File: src/rtl/core/cfcc_pkg.sv
`timescale 1ns / 1ps

package cfcc_pkg;

	localparam int unsigned DataW  = 32;
	localparam int unsigned CountW = $clog2(DataW);
	localparam int unsigned IndexW = 2;
	localparam int unsigned ClassW = 2;

	localparam logic [DataW-1:0] ClockHzReset    = 32'd72000000;
	localparam logic [DataW-1:0] RedLimitReset   = 32'd15000;
	localparam logic [DataW-1:0] GreenLimitReset = 32'd25000;

	typedef enum logic [IndexW-1:0] {
		REG_CLOCK_HZ    = 2'd0,
		REG_RED_LIMIT   = 2'd1,
		REG_GREEN_LIMIT = 2'd2
	} reg_index_t;

	typedef enum logic [ClassW-1:0] {
		COLOR_RED   = 2'd0,
		COLOR_GREEN = 2'd1,
		COLOR_BLUE  = 2'd2
	} color_t;

	typedef enum logic [1:0] {
		ST_IDLE,
		ST_DIVIDE,
		ST_FINISH
	} state_t;

	// controller to datapath
	typedef struct packed {
		logic load;
		logic step;
		logic finish;
	} cmd_t;

	// datapath to controller
	typedef struct packed {
		logic period_zero;
		logic out_free;
	} sts_t;

endpackage

File: src/rtl/core/capture_frequency_color_classifier.sv
`timescale 1ns / 1ps

// capture frequency color classifier: each input word is a timer capture
// value; the block returns one output word per input holding the period
// (difference from the previous capture, modulo 2^32), the held frequency
// clock_hz / period, its color class (0 red, 1 green, 2 blue by the two
// limits) and a flag that marks a zero period, where the frequency is kept.
// an item is accepted, the bit-serial restoring divider makes one quotient
// bit per step, the finish writes the result; a zero period has no steps.
// the next word is taken in the cycle after the finish. the output register
// lets the next capture be taken and divided while a result still waits.
// configuration: cfg_we with cfg_index 0 clock_hz, 1 red_limit,
// 2 green_limit; index 3 is ignored. write only while idle.

module capture_frequency_color_classifier (
	input  logic                        clk,
	input  logic                        arst_n,
	// configuration write port
	input  logic                        cfg_we,
	input  logic [cfcc_pkg::IndexW-1:0] cfg_index,
	input  logic [cfcc_pkg::DataW-1:0]  cfg_data,
	// capture input
	input  logic                        in_valid,
	output logic                        in_stall,
	input  logic [cfcc_pkg::DataW-1:0]  capture_value,
	// result output
	output logic                        out_valid,
	input  logic                        out_stall,
	output logic [cfcc_pkg::DataW-1:0]  period_ticks,
	output logic [cfcc_pkg::DataW-1:0]  frequency_hz,
	output logic [cfcc_pkg::ClassW-1:0] color_class,
	output logic                        period_zero
);
	import cfcc_pkg::*;

	cmd_t cmd;
	sts_t sts;

	// sequencer: idle, divide, finish
	cfcc_ctrl u_ctrl (
		.clk      (clk),
		.arst_n   (arst_n),
		.in_valid (in_valid),
		.in_stall (in_stall),
		.sts      (sts),
		.cmd      (cmd)
	);

	// config registers, capture state, divider and output register
	cfcc_dp u_dp (
		.clk           (clk),
		.arst_n        (arst_n),
		.cmd           (cmd),
		.sts           (sts),
		.cfg_we        (cfg_we),
		.cfg_index     (cfg_index),
		.cfg_data      (cfg_data),
		.capture_value (capture_value),
		.out_valid     (out_valid),
		.out_stall     (out_stall),
		.period_ticks  (period_ticks),
		.frequency_hz  (frequency_hz),
		.color_class   (color_class),
		.period_zero   (period_zero)
	);

	// a taken capture keeps the input closed while it is worked on
	assert property (@(posedge clk) disable iff (!arst_n)
		(in_valid && !in_stall) |=> in_stall)
		else $error("input open right after accepting a capture");

	// a new result only appears at the end of an item's work
	assert property (@(posedge clk) disable iff (!arst_n)
		$rose(out_valid) |-> $past(in_stall))
		else $error("result appeared without an item in work");

	// the class code is never the unused value
	assert property (@(posedge clk) disable iff (!arst_n)
		out_valid |-> (color_class <= COLOR_BLUE))
		else $error("invalid color class");

	// a zero period leaves the shown frequency where the last result had it
	assert property (@(posedge clk) disable iff (!arst_n)
		(cmd.finish && sts.period_zero && out_valid) |=> $stable(frequency_hz))
		else $error("frequency changed on a zero period");

endmodule

File: src/rtl/core/cfcc_ctrl.sv
`timescale 1ns / 1ps

module cfcc_ctrl (
	input  logic          clk,
	input  logic          arst_n,
	input  logic          in_valid,
	output logic          in_stall,
	input  cfcc_pkg::sts_t sts,
	output cfcc_pkg::cmd_t cmd
);
	import cfcc_pkg::*;

	state_t            state_q;
	state_t            state_d;
	logic [CountW-1:0] cnt_q;
	logic [CountW-1:0] cnt_d;

	always_ff @(posedge clk or negedge arst_n) begin
		if (!arst_n) begin
			state_q <= ST_IDLE;
			cnt_q   <= '0;
		end else begin
			state_q <= state_d;
			cnt_q   <= cnt_d;
		end
	end

	always_comb begin
		state_d    = state_q;
		cnt_d      = cnt_q;
		cmd        = '0;
		in_stall   = 1'b1;
		case (state_q)
			ST_IDLE: begin
				in_stall = 1'b0;
				if (in_valid) begin
					cmd.load = 1'b1;
					cnt_d    = '0;
					state_d  = ST_DIVIDE;
				end
			end
			ST_DIVIDE: begin
				// zero period skips the quotient entirely
				if (sts.period_zero) begin
					state_d = ST_FINISH;
				end else begin
					cmd.step = 1'b1;
					cnt_d    = cnt_q + 1'b1;
					if (cnt_q == CountW'(DataW - 1)) begin
						state_d = ST_FINISH;
					end
				end
			end
			ST_FINISH: begin
				if (sts.out_free) begin
					cmd.finish = 1'b1;
					state_d    = ST_IDLE;
				end
			end
			default: begin
				state_d = ST_IDLE;
			end
		endcase
	end

endmodule

File: src/rtl/core/cfcc_dp.sv
`timescale 1ns / 1ps

module cfcc_dp (
	input  logic                        clk,
	input  logic                        arst_n,
	input  cfcc_pkg::cmd_t              cmd,
	output cfcc_pkg::sts_t              sts,
	input  logic                        cfg_we,
	input  logic [cfcc_pkg::IndexW-1:0] cfg_index,
	input  logic [cfcc_pkg::DataW-1:0]  cfg_data,
	input  logic [cfcc_pkg::DataW-1:0]  capture_value,
	output logic                        out_valid,
	input  logic                        out_stall,
	output logic [cfcc_pkg::DataW-1:0]  period_ticks,
	output logic [cfcc_pkg::DataW-1:0]  frequency_hz,
	output logic [cfcc_pkg::ClassW-1:0] color_class,
	output logic                        period_zero
);
	import cfcc_pkg::*;

	logic [DataW-1:0] clock_hz_q;
	logic [DataW-1:0] red_limit_q;
	logic [DataW-1:0] green_limit_q;
	logic [DataW-1:0] prev_cap_q;
	logic [DataW-1:0] held_freq_q;
	logic [DataW-1:0] period_q;
	logic [DataW-1:0] quo_q;
	logic [DataW-1:0] rem_q;
	logic             out_valid_q;
	logic [DataW-1:0] period_out_q;
	logic [DataW-1:0] freq_out_q;
	color_t           class_out_q;
	logic             zero_out_q;

	logic [DataW:0]   shifted;
	logic [DataW+1:0] diff;
	logic             neg;
	logic             zero_now;
	logic [DataW-1:0] new_freq;
	color_t           new_class;

	always_ff @(posedge clk or negedge arst_n) begin
		if (!arst_n) begin
			clock_hz_q    <= ClockHzReset;
			red_limit_q   <= RedLimitReset;
			green_limit_q <= GreenLimitReset;
		end else if (cfg_we) begin
			case (cfg_index)
				REG_CLOCK_HZ:    clock_hz_q    <= cfg_data;
				REG_RED_LIMIT:   red_limit_q   <= cfg_data;
				REG_GREEN_LIMIT: green_limit_q <= cfg_data;
				default: ;
			endcase
		end
	end

	// restoring divider, one quotient bit per step
	assign shifted = {rem_q, quo_q[DataW-1]};
	assign diff    = {1'b0, shifted} - {2'b00, period_q};
	assign neg     = diff[DataW+1];

	assign zero_now = (period_q == '0);
	assign new_freq = zero_now ? held_freq_q : quo_q;

	always_comb begin
		if (new_freq < red_limit_q) begin
			new_class = COLOR_RED;
		end else if (new_freq < green_limit_q) begin
			new_class = COLOR_GREEN;
		end else begin
			new_class = COLOR_BLUE;
		end
	end

	always_ff @(posedge clk) begin
		if (cmd.load) begin
			period_q <= capture_value - prev_cap_q;
			quo_q    <= clock_hz_q;
			rem_q    <= '0;
		end else if (cmd.step) begin
			quo_q <= {quo_q[DataW-2:0], ~neg};
			rem_q <= neg ? shifted[DataW-1:0] : diff[DataW-1:0];
		end
	end

	always_ff @(posedge clk or negedge arst_n) begin
		if (!arst_n) begin
			prev_cap_q  <= '0;
			held_freq_q <= '0;
			out_valid_q <= 1'b0;
		end else begin
			if (cmd.load) begin
				prev_cap_q <= capture_value;
			end
			if (cmd.finish) begin
				held_freq_q <= new_freq;
				out_valid_q <= 1'b1;
			end else if (!out_stall) begin
				out_valid_q <= 1'b0;
			end
		end
	end

	always_ff @(posedge clk) begin
		if (cmd.finish) begin
			period_out_q <= period_q;
			freq_out_q   <= new_freq;
			class_out_q  <= new_class;
			zero_out_q   <= zero_now;
		end
	end

	assign sts.period_zero = zero_now;
	assign sts.out_free    = !out_valid_q || !out_stall;

	assign out_valid    = out_valid_q;
	assign period_ticks = period_out_q;
	assign frequency_hz = freq_out_q;
	assign color_class  = class_out_q;
	assign period_zero  = zero_out_q;

endmodule
File: config.mk
export PLATFORM = sky130hd
export DESIGN_NAME = capture_frequency_color_classifier
export DESIGN_NICKNAME = d
export VERILOG_FILES = /design/src/rtl/core/cfcc_pkg.sv /design/src/rtl/core/capture_frequency_color_classifier.sv /design/src/rtl/core/cfcc_ctrl.sv /design/src/rtl/core/cfcc_dp.sv
export SDC_FILE = /design/constraint.sdc
export NUM_CORES = 1
export LEC_CHECK = 0
export ABC_AREA = 1
export BUFFER_PORTS_ARGS = -buffer_cell sky130_fd_sc_hd__buf_2
export CORE_MARGIN = 1
export CORE_UTILIZATION = 60
export DETAILED_ROUTE_END_ITERATION = 8
export GPL_ROUTABILITY_DRIVEN = 0
export HOLD_SLACK_MARGIN = 0.08
export PLACE_DENSITY = 0.83
export SLEW_MARGIN = 20
export SYNTH_ARGS = -nofsm -noshare
export SYNTH_HDL_FRONTEND = slang
export SYNTH_HIERARCHICAL = 1
export SYNTH_SLANG_ARGS = --single-unit
export TNS_END_PERCENT = 30
File: constraint.sdc
create_clock -name clk -period 10.9 [get_ports clk]
set_input_delay 0.545 -clock clk [delete_from_list [all_inputs] [get_ports clk]]
set_output_delay 0.545 -clock clk [all_outputs]
set_load 0.03 [all_outputs]
* After elaboration in Yosys (flattened, before gate mapping) *
Index checks and enable logic that the tools add are counted.

operators by class
  order comparisons = 2
  multiplexer cells = 22
  reductions and logical operators = 13
  $add $sub $neg = 3
  equality and inequality tests = 10
  bitwise logic cells = 1

operator list
  cell                   count
  $mux W32               4
  $lt A32 B32 Y1         2
  $sub A33 B32 Y34       1
  $logic_not A32 Y1      1
  $sub A32 B32 Y32       1
  $mux W2                5
  $mux W5                2
  $pmux W5 S2            1
  $mux W1                9
  $ne A2 B2 Y1 const B   3
  $pmux W2 S3            1
  $reduce_and A2 Y1      3
  $reduce_and A3 Y1      2
  $add A5 B1 Y5 const B  1
  $eq A5 B5 Y1 const B   1
  $eq A2 B1 Y1 const B   2
  $eq A2 B2 Y1 const B   2
  $logic_not A2 Y1       2
  $reduce_bool A2 Y1     2
  $ne A3 B1 Y1 const B   1
  $logic_not A1 Y1       2
  $ne A2 B1 Y1 const B   1
  $logic_or A1 B1 Y1     1
  $not A1 Y1             1

storage, ports and cells
  register bits after elaboration = 331
  input bits = 71
  word-level logic and storage cells = 66
  output and inout port bits = 69

* Logic depth before layout (Yosys ltp) *
Gate-level depths: netlist (run 1).

  depth in word-level cells = 5
  gate-level depth with buffers = 21
  depth with buffers taken out = 20

* Hierarchy *
Netlist (run 1), hierarchy kept.

modules (own cells, without submodules)
  module     sequential area each (um^2)  cells each  instances  area an instance (um^2)
  cfcc_dp    8628.3                       1988        1          17360.4
  cfcc_ctrl  175.2                        48          1          379.1

* Worst setup path before layout (run 1) *
OpenSTA, ideal clock, no wires.

  path type = input-to-reg
  start = input out_stall
  end = register u_dp.held_freq_q[10]
  path slack = 6.547 ns
  stages = 8
  arrival time = 4.236 ns
  path through = nand2_1 -> inv_1 -> nor2_1 -> clkbuf_1 -> inv_1 -> clkbuf_1 -> nand2_1 -> nand2_1

RTL lines
  item                  line                                      source
  start, declared       capture_frequency_color_classifier.sv:28  input logic out_stall,
  end signal, assigned  cfcc_dp.sv:96                             held_freq_q <= new_freq;
  end, declared         cfcc_dp.sv:25                             logic [DataW-1:0] held_freq_q;

==> metrics, run 1 <==
status finished clean; top cells by area, synth edfxtp_1 (22%), dfrtp_1 (21%), nand2_1 (11%); WL met2 20.2 mm; final std cell area, no fill 20000 um^2; cell-by-cell trace of the critical path nor2_1, nand2_1, nor2_1, nand2_1, nor2_8, o21ai_0, ha_1, a21oi_1, o21ai_0, nand3_1, nand2_1, nand2_1, a21oi_1, a2111oi_0, nand2_1, nand2_1, inv_1; worst stage delay on the critical path 0.71 ns; R2R depth 17; Crit path top cell by count nand2_1; Final nets 2364; gr usage total 0.290; mapped cell area 17700 um^2; Post-CTS Setup Bufs 0; vias in the first global route 14300; drt pass-1 iters 8; Area growth, synth to finish 12.6%; Post-CTS Hold Fix Bufs 1; IO Pins 140; pin count of the biggest net entering global routing 96; asr flop ratio synth 0.508; setup violators final 0; actual slew at the worst max-slew pin 0.935 ns; ANT cells 0; worst hold path startpoint capture_value[4]; Reg-to-Reg Start u_dp/period_q[1]; relative slew slack 0.377; Post-synth EDFFs 131; CP max-delay cell nor2_8; aggregate global routing overflow 0; power density cells 293 nW/um^2; Metal-1 WL 18.9 mm; Worst Setup End Kind flop; H-tree depth 2; met3 WL 3.37 mm; Fmax 253 MHz; CTS tree built; hold violation count in the final report 0; Die Area 30300 um^2; Worst EP arrival 4.25 ns; share of layout cells above drive strength 1 0.127; sequential share of the synthesized area 0.496; Max-Cap Viols 0; die width 174 um; Seq. cell area 8800 um^2; number of clock sinks seen by CTS 331; total negative slack 0 ns; beginning of the critical path u_dp/period_q[1]; Final Routed Wirelength 43.7 mm; vias 14700; reg2reg end u_dp/color_class[1]; Crit Path Class flop to flop; worst skew pair latency 0.53 ns; Hold Path End u_dp/prev_cap_q[4]; top cells by count, synth nand2_1 (525), inv_1 (283), o21ai_0 (226), dfrtp_1 (148), edfxtp_1 (131); footprint of the multi-input gates 7620 um^2; hpwl dp 30.3 mm; hold crit path type input pin to flop; count leader, synth nand2_1; worst-path maximum fanout 67; CTS root buf clkbuf_16; max-slew violations 0; first-pass GRT wire length 70.7 mm; Die Span Y 174 um; leakage 9.41 nW; First DRT Iteration DRCs 1452; Clock Skew 0.0252 ns; yosys warns 6; post-route ant nets 0; Placement Cell Area 18700 um^2; filler instances 2175; CP bufs+invs 1; Synth top area share 0.222; post-layout minimum cycle time 3.96 ns; Core ar. 28900 um^2; Max Root-Sink Buffers 3; unrepaired setup endpoints after global routing false; highest metal layer with signal wires met4; cell depth of the worst hold path 3; Reg clk slew, reported paths 0.06 ns; Syn Area/Cell 8.71 um^2; Rows 62; Yosys top cell by area edfxtp_1; DRC viols 0; CP top delay family simple AND/OR/NAND/NOR gates; synthesized instance count 2036; maximum VDD drop 153 uV; Crit path required time 11.19 ns; number of CTS-inserted buffers 36; flop2flop setup slack 6.94 ns; crit start category flop; Final Cycle Share 0.363; PortBufs 139; Seq cells post-synth 331; Top FF cell, synth dfrtp_1; net count after synthesis 2236; Cell variety after synth 56; wire per inst 17.0 um; vias per cell 5.69; Initial Util 0.615; antenna violations before repair 0; post-CTS sizing 0
state kept, by name, indices dropped and copies added (netlist names):
signal and cells:
u_ctrl/cnt_q 5, u_ctrl/state_q 2, u_dp/clock_hz_q 32, u_dp/color_class 2, u_dp/frequency_hz 32, u_dp/green_limit_q 32, u_dp/held_freq_q 32, u_dp/out_valid 1
u_dp/period_q 32, u_dp/period_ticks 32, u_dp/period_zero 1, u_dp/prev_cap_q 32, u_dp/quo_q 32, u_dp/red_limit_q 32, u_dp/rem_q 32
area by class of cell:
cell class,count,area share
clock inverters,16,0.0113
inverters,287,0.0541
flip-flops and latches,331,0.441
multi-input cells,1359,0.381
repair buffers,149,0.0390
well taps,384,0.0241
clock buffers,50,0.0493
layer usage:
metal / up-vias / global-route usage
li1: 6966 / -
met1: 6961 / 0.403
met2: 646 / 0.471
met3: 91 / 0.0402
met4: 0 / 0.0947
met5: - / 0
cells in the final DEF, fill, tap and decap left out, drive strengths merged, types with 50 or more instances in the layout:
cell type  Yosys  routed
nor2         107     107
nand2        533     533
a21oi        122     122
edfxtp       131     131
ha           127     127
dfrtp        148     148
buf           18     148
inv          287     290
clkbuf        41      50
o21ai        276     276
worst register-to-register path, cell delays in order, from the launching register on:
cell and delay (ns):
edfxtp_1 0.46, nor2_1 0.15, nand2_1 0.07, nor2_1 0.16, nand2_1 0.18, nor2_8 0.72, o21ai_0 0.38, ha_1 0.38
a21oi_1 0.14, o21ai_0 0.09, nand3_1 0.07, nand2_1 0.08, nand2_1 0.09, a21oi_1 0.06, a2111oi_0 0.44, nand2_1 0.14
nand2_1 0.09, inv_1 0.04
worst max-delay path by stage:
stage / end / slack (ns) / depth (start not counted)
global route: u_dp/color_class[1] / 6.60 / 17
CTS: u_dp/color_class[1] / 6.93 / 17
finish: u_dp/color_class[1] / 6.94 / 17
detailed placement: u_dp/color_class[1] / 7.07 / 17
floorplan: u_dp/held_freq_q[10] / 6.55 / 8
global placement: u_dp/color_class[1] / 7.23 / 17
cell families (layout without fill, tap and decap cells):
logic type	count (synthesis)	after routing	share of synthesized area
compound gates	460	460	0.145
xor+xnor	55	55	0.0272
fa+ha+maj	129	129	0.0918
buf+inv	346	502	0.0761
flops	331	331	0.496
simple gates	715	715	0.163
through the flow:
| step | hold slack, ns | util | power [mW] | setup slack [ns] | cells |
|---|---|---|---|---|---|
| 2_1_floorplan | 0.249 | - | 3.90 | 6.55 | 2036 |
| 3_3_place_gp | 0.455 | 0.649 | 4.41 | 7.23 | 2509 |
| 3_5_place_dp | 0.460 | 0.649 | 4.53 | 7.07 | 2509 |
| 4_1_cts | 0.239 | 0.692 | 5.80 | 6.93 | 2576 |
| 5_1_grt | 0.257 | 0.692 | 6.26 | 6.60 | 2576 |
| 6_report | 0.261 | 0.692 | 5.85 | 6.94 | 2576 |
where the power goes:
group	switching [mW]	internal [mW]
clock	0.500	0.736
combinational	1.74	0.970
sequential	0.169	1.73
total	2.41	3.44
Power figures use the tool's default switching activity.
==> run 2: changes to the inputs <==
Settings changed: ABC_AREA 1 to 0.
Clock period 10.9 ns to 3.71 ns, I/O delays scaled along.
==> run 2 against run 1 <==
Effect of this change:
- fmax up 4.3%
- critical path type unchanged
- worst hold slack got worse by 0.042 ns
- the flow now finishes with violations (negative setup slack)
- core utilization rose by 5.2 points
- final cell count is 15% lower
- non-clock buffer count rose by 131
- sequential cell count is the same
- routed wire length is 3.0% lower
- synthesized cell count fell by 26%
- sequential share of layout area down 2.0 points
- via count is 12% lower
==> metrics, run 2 <==
share of layout cells above drive strength 1 0.285 (+0.158); dpl ws -0.146 ns (-7.22 ns); total negative slack -0.135 ns (-0.135 ns); Initial Util 0.617 (+0.00196); most frequent cells in the layout mux2_2 (187), inv_1 (149), dfrtp_1 (148); Worst Setup End Kind flop; sequential share of the synthesized area 0.507 (+0.0106); CTS root buf clkbuf_16; highest metal layer with signal wires met5; Cell variety after synth 76 (+36%); yosys warns 6 (unchanged); CP bufs+invs 2 (+1); unrepaired setup endpoints after global routing true; reg2reg end u_dp/color_class[1]; vias in the first global route 13100 (-8.6%); maximum VDD drop 426 uV (+180%); Max Root-Sink Buffers 3 (unchanged); PortBufs 139 (unchanged); Crit path top cell by count a21o_1; Reg-to-Reg Start u_dp/period_q[9]; top cells by area, synth edfxtp_1 (23%), dfrtp_1 (21%), mux2_2 (12%); Worst EP arrival 4.07 ns (-0.18 ns); mapped cell area 17400 um^2 (-2.1%); drt pass-1 iters 6 (-2); Metal-1 WL 18.0 mm (-5.1%); post-layout minimum cycle time 3.79 ns (-0.163 ns); Core ar. 28200 um^2 (-2.4%); H-tree depth 2 (unchanged); Top FF cell, synth dfrtp_1; number of clock sinks seen by CTS 331 (unchanged); flop2flop setup slack -0.08 ns (-7.03 ns); vias 12900 (-12%); post-route ant nets 0 (unchanged); status finished, violations left; Rows 61 (-1.6%); synthesized instance count 1513 (-26%); vias per cell 5.89 (+3.5%); count leader, synth mux2_2; actual slew at the worst max-slew pin 1.08 ns (+0.144 ns); asr flop ratio synth 0.508 (unchanged); leakage 9.41 nW (about the same); worst stage delay on the critical path 0.42 ns (-0.29 ns); die width 172 um (-1.0%); pin count of the biggest net entering global routing 114 (+19%); Max-Cap Viols 0 (unchanged); WL met2 20.5 mm (+1.4%); power density cells 807 nW/um^2 (+180%); Crit path required time 3.99 ns (-7.20 ns); hpwl dp 27.5 mm (-9.4%); Seq cells post-synth 331 (unchanged); met3 WL 2.54 mm (-25%); wire per inst 19.3 um (+14%); commonest non-fill, non-tap cell in the layout mux2_2; cell-by-cell trace of the critical path nor4_1, nand4_1, nor2_4, buf_12, buf_6, mux2_4, ha_4, a21o_1, a21o_1, a21o_1, a21o_1, a21o_1, a21o_1, a221o_1, a31oi_2, nor2_1; IO Pins 140 (unchanged); antenna violations before repair 4 (+4); hold violation count in the final report 0 (unchanged); hold crit path type input pin to async pin; max-slew violations 0 (unchanged); Final Worst Setup Slack -0.0838 ns (-7.03 ns); CP top delay family compound AO/OA/AOI/OAI gates; first-pass GRT wire length 67.4 mm (-4.7%); Final Routed Wirelength 42.4 mm (-3.0%); worst skew pair latency 0.53 ns (about the same); CTS tree built; Crit Path Class flop to flop; Die Span Y 172 um (-1.0%); Area growth, synth to finish 20.6%; crit start category flop; number of CTS-inserted buffers 36 (unchanged); Yosys top cell by area edfxtp_1; setup violators final 2 (+2); DRC viols 0 (unchanged); relative slew slack 0.278 (-0.0984); failing checks negative setup slack; Die Area 29600 um^2 (-2.1%); worst-path maximum fanout 5 (-93%); CP max-delay cell edfxtp_1; Placement Cell Area 18900 um^2 (+0.75%); gr usage total 0.292 (+0.00180); Post-synth EDFFs 131 (unchanged); Final Cycle Share 1.02 (+0.660); First DRT Iteration DRCs 1124 (-23%); Final nets 1983 (-16%); top cells by count, synth mux2_2 (189), inv_1 (150), dfrtp_1 (148), edfxtp_1 (131), ha_1 (127); R2R depth 16 (-1); Synth top area share 0.226 (+0.00474); Syn Area/Cell 11.5 um^2 (+32%); Pwr Total 16.9 mW (+190%); aggregate global routing overflow 0 (unchanged); final std cell area, no fill 20900 um^2 (+4.9%); Reg clk slew, reported paths 0.06 ns (about the same); Fmax 264 MHz (+4.3%); Clock Skew 0.0282 ns (+0.00308 ns); net count after synthesis 1713 (-23%)
## run 2: worst max path at each step
stage                     depth (start not counted)         startpoint  slack, ns             endpoint
after detailed placement                         14  u_dp/period_q[22]      -0.15  u_dp/color_class[1]
final                                            16   u_dp/period_q[9]      -0.08  u_dp/color_class[1]
after global routing                             16   u_dp/period_q[9]      -0.17  u_dp/color_class[1]
after floorplan                                  15   u_dp/period_q[1]       0.04  u_dp/color_class[1]
after CTS                                        15  u_dp/period_q[31]      0.004  u_dp/color_class[1]
after global placement                           14  u_dp/period_q[22]      -0.04  u_dp/color_class[1]
## run 2: worst register-to-register path, stage by stage (launching register included)
cell and delay (ns):
edfxtp_1 0.42, nor4_1 0.38, nand4_1 0.22, nor2_4 0.15
buf_12 0.14, buf_6 0.10, mux2_4 0.32, ha_4 0.25
a21o_1 0.15, a21o_1 0.15, a21o_1 0.16, a21o_1 0.16
a21o_1 0.19, a21o_1 0.16, a221o_1 0.36, a31oi_2 0.17
nor2_1 0.07
## run 2: metal layers
| layer | global-route usage | vias up |
|---|---|---|
| li1 | - | 6011 |
| met1 | 0.378 | 6316 |
| met2 | 0.487 | 480 |
| met3 | 0.0472 | 104 |
| met4 | 0.122 | 2 |
| met5 | 0 | - |
## run 2: logic make-up (layout without fill, tap and decap cells)
logic type	after synthesis	in the layout	synth area share
and+or+nand+nor	277	277	0.0779
muxes	199	199	0.128
other	0	3	0
buffers and inverters	199	496	0.0447
adders and majority gates	129	129	0.0938
AOI/OAI and AO/OA	326	326	0.122
DFF	331	331	0.507
xor gates and xnor gates	52	52	0.0262
## run 2: timing repair
action | CTS | global route
resized for setup | 11 | 10
endpoints found under the setup margin | 2 | 2
hold buffers | 67 | 0
endpoints found under the hold margin | 194 | 0
pin swaps | 6 | 13
buffers inserted | 5 | 4
## run 2: final cells by class
class	instances	area, um^2
inverter	151	571
sequential	331	8800
timing repair buffer	280	2000
clock inverter	27	277
multi-input combinational	983	7890
clock buffer	38	918
tap	378	473
antenna	3	7.51
fill	1734	7220
## run 2: through the flow
step	std cells	util	hold slack, ns
after floorplan	1513	-	-0.110
after global placement	2047	0.670	0.209
after detailed placement	2047	0.670	0.210
after CTS	2184	0.740	0.235
after global routing	2191	0.743	0.282
final	2191	0.743	0.218
## run 2: power breakdown
group / internal, mW / total [mW] / switching (mW)
clock: 2.15 / 3.63 / 1.48
sequential: 5.07 / 5.65 / 0.576
combinational: 3.41 / 7.62 / 4.21
total: 10.6 / 16.9 / 6.27
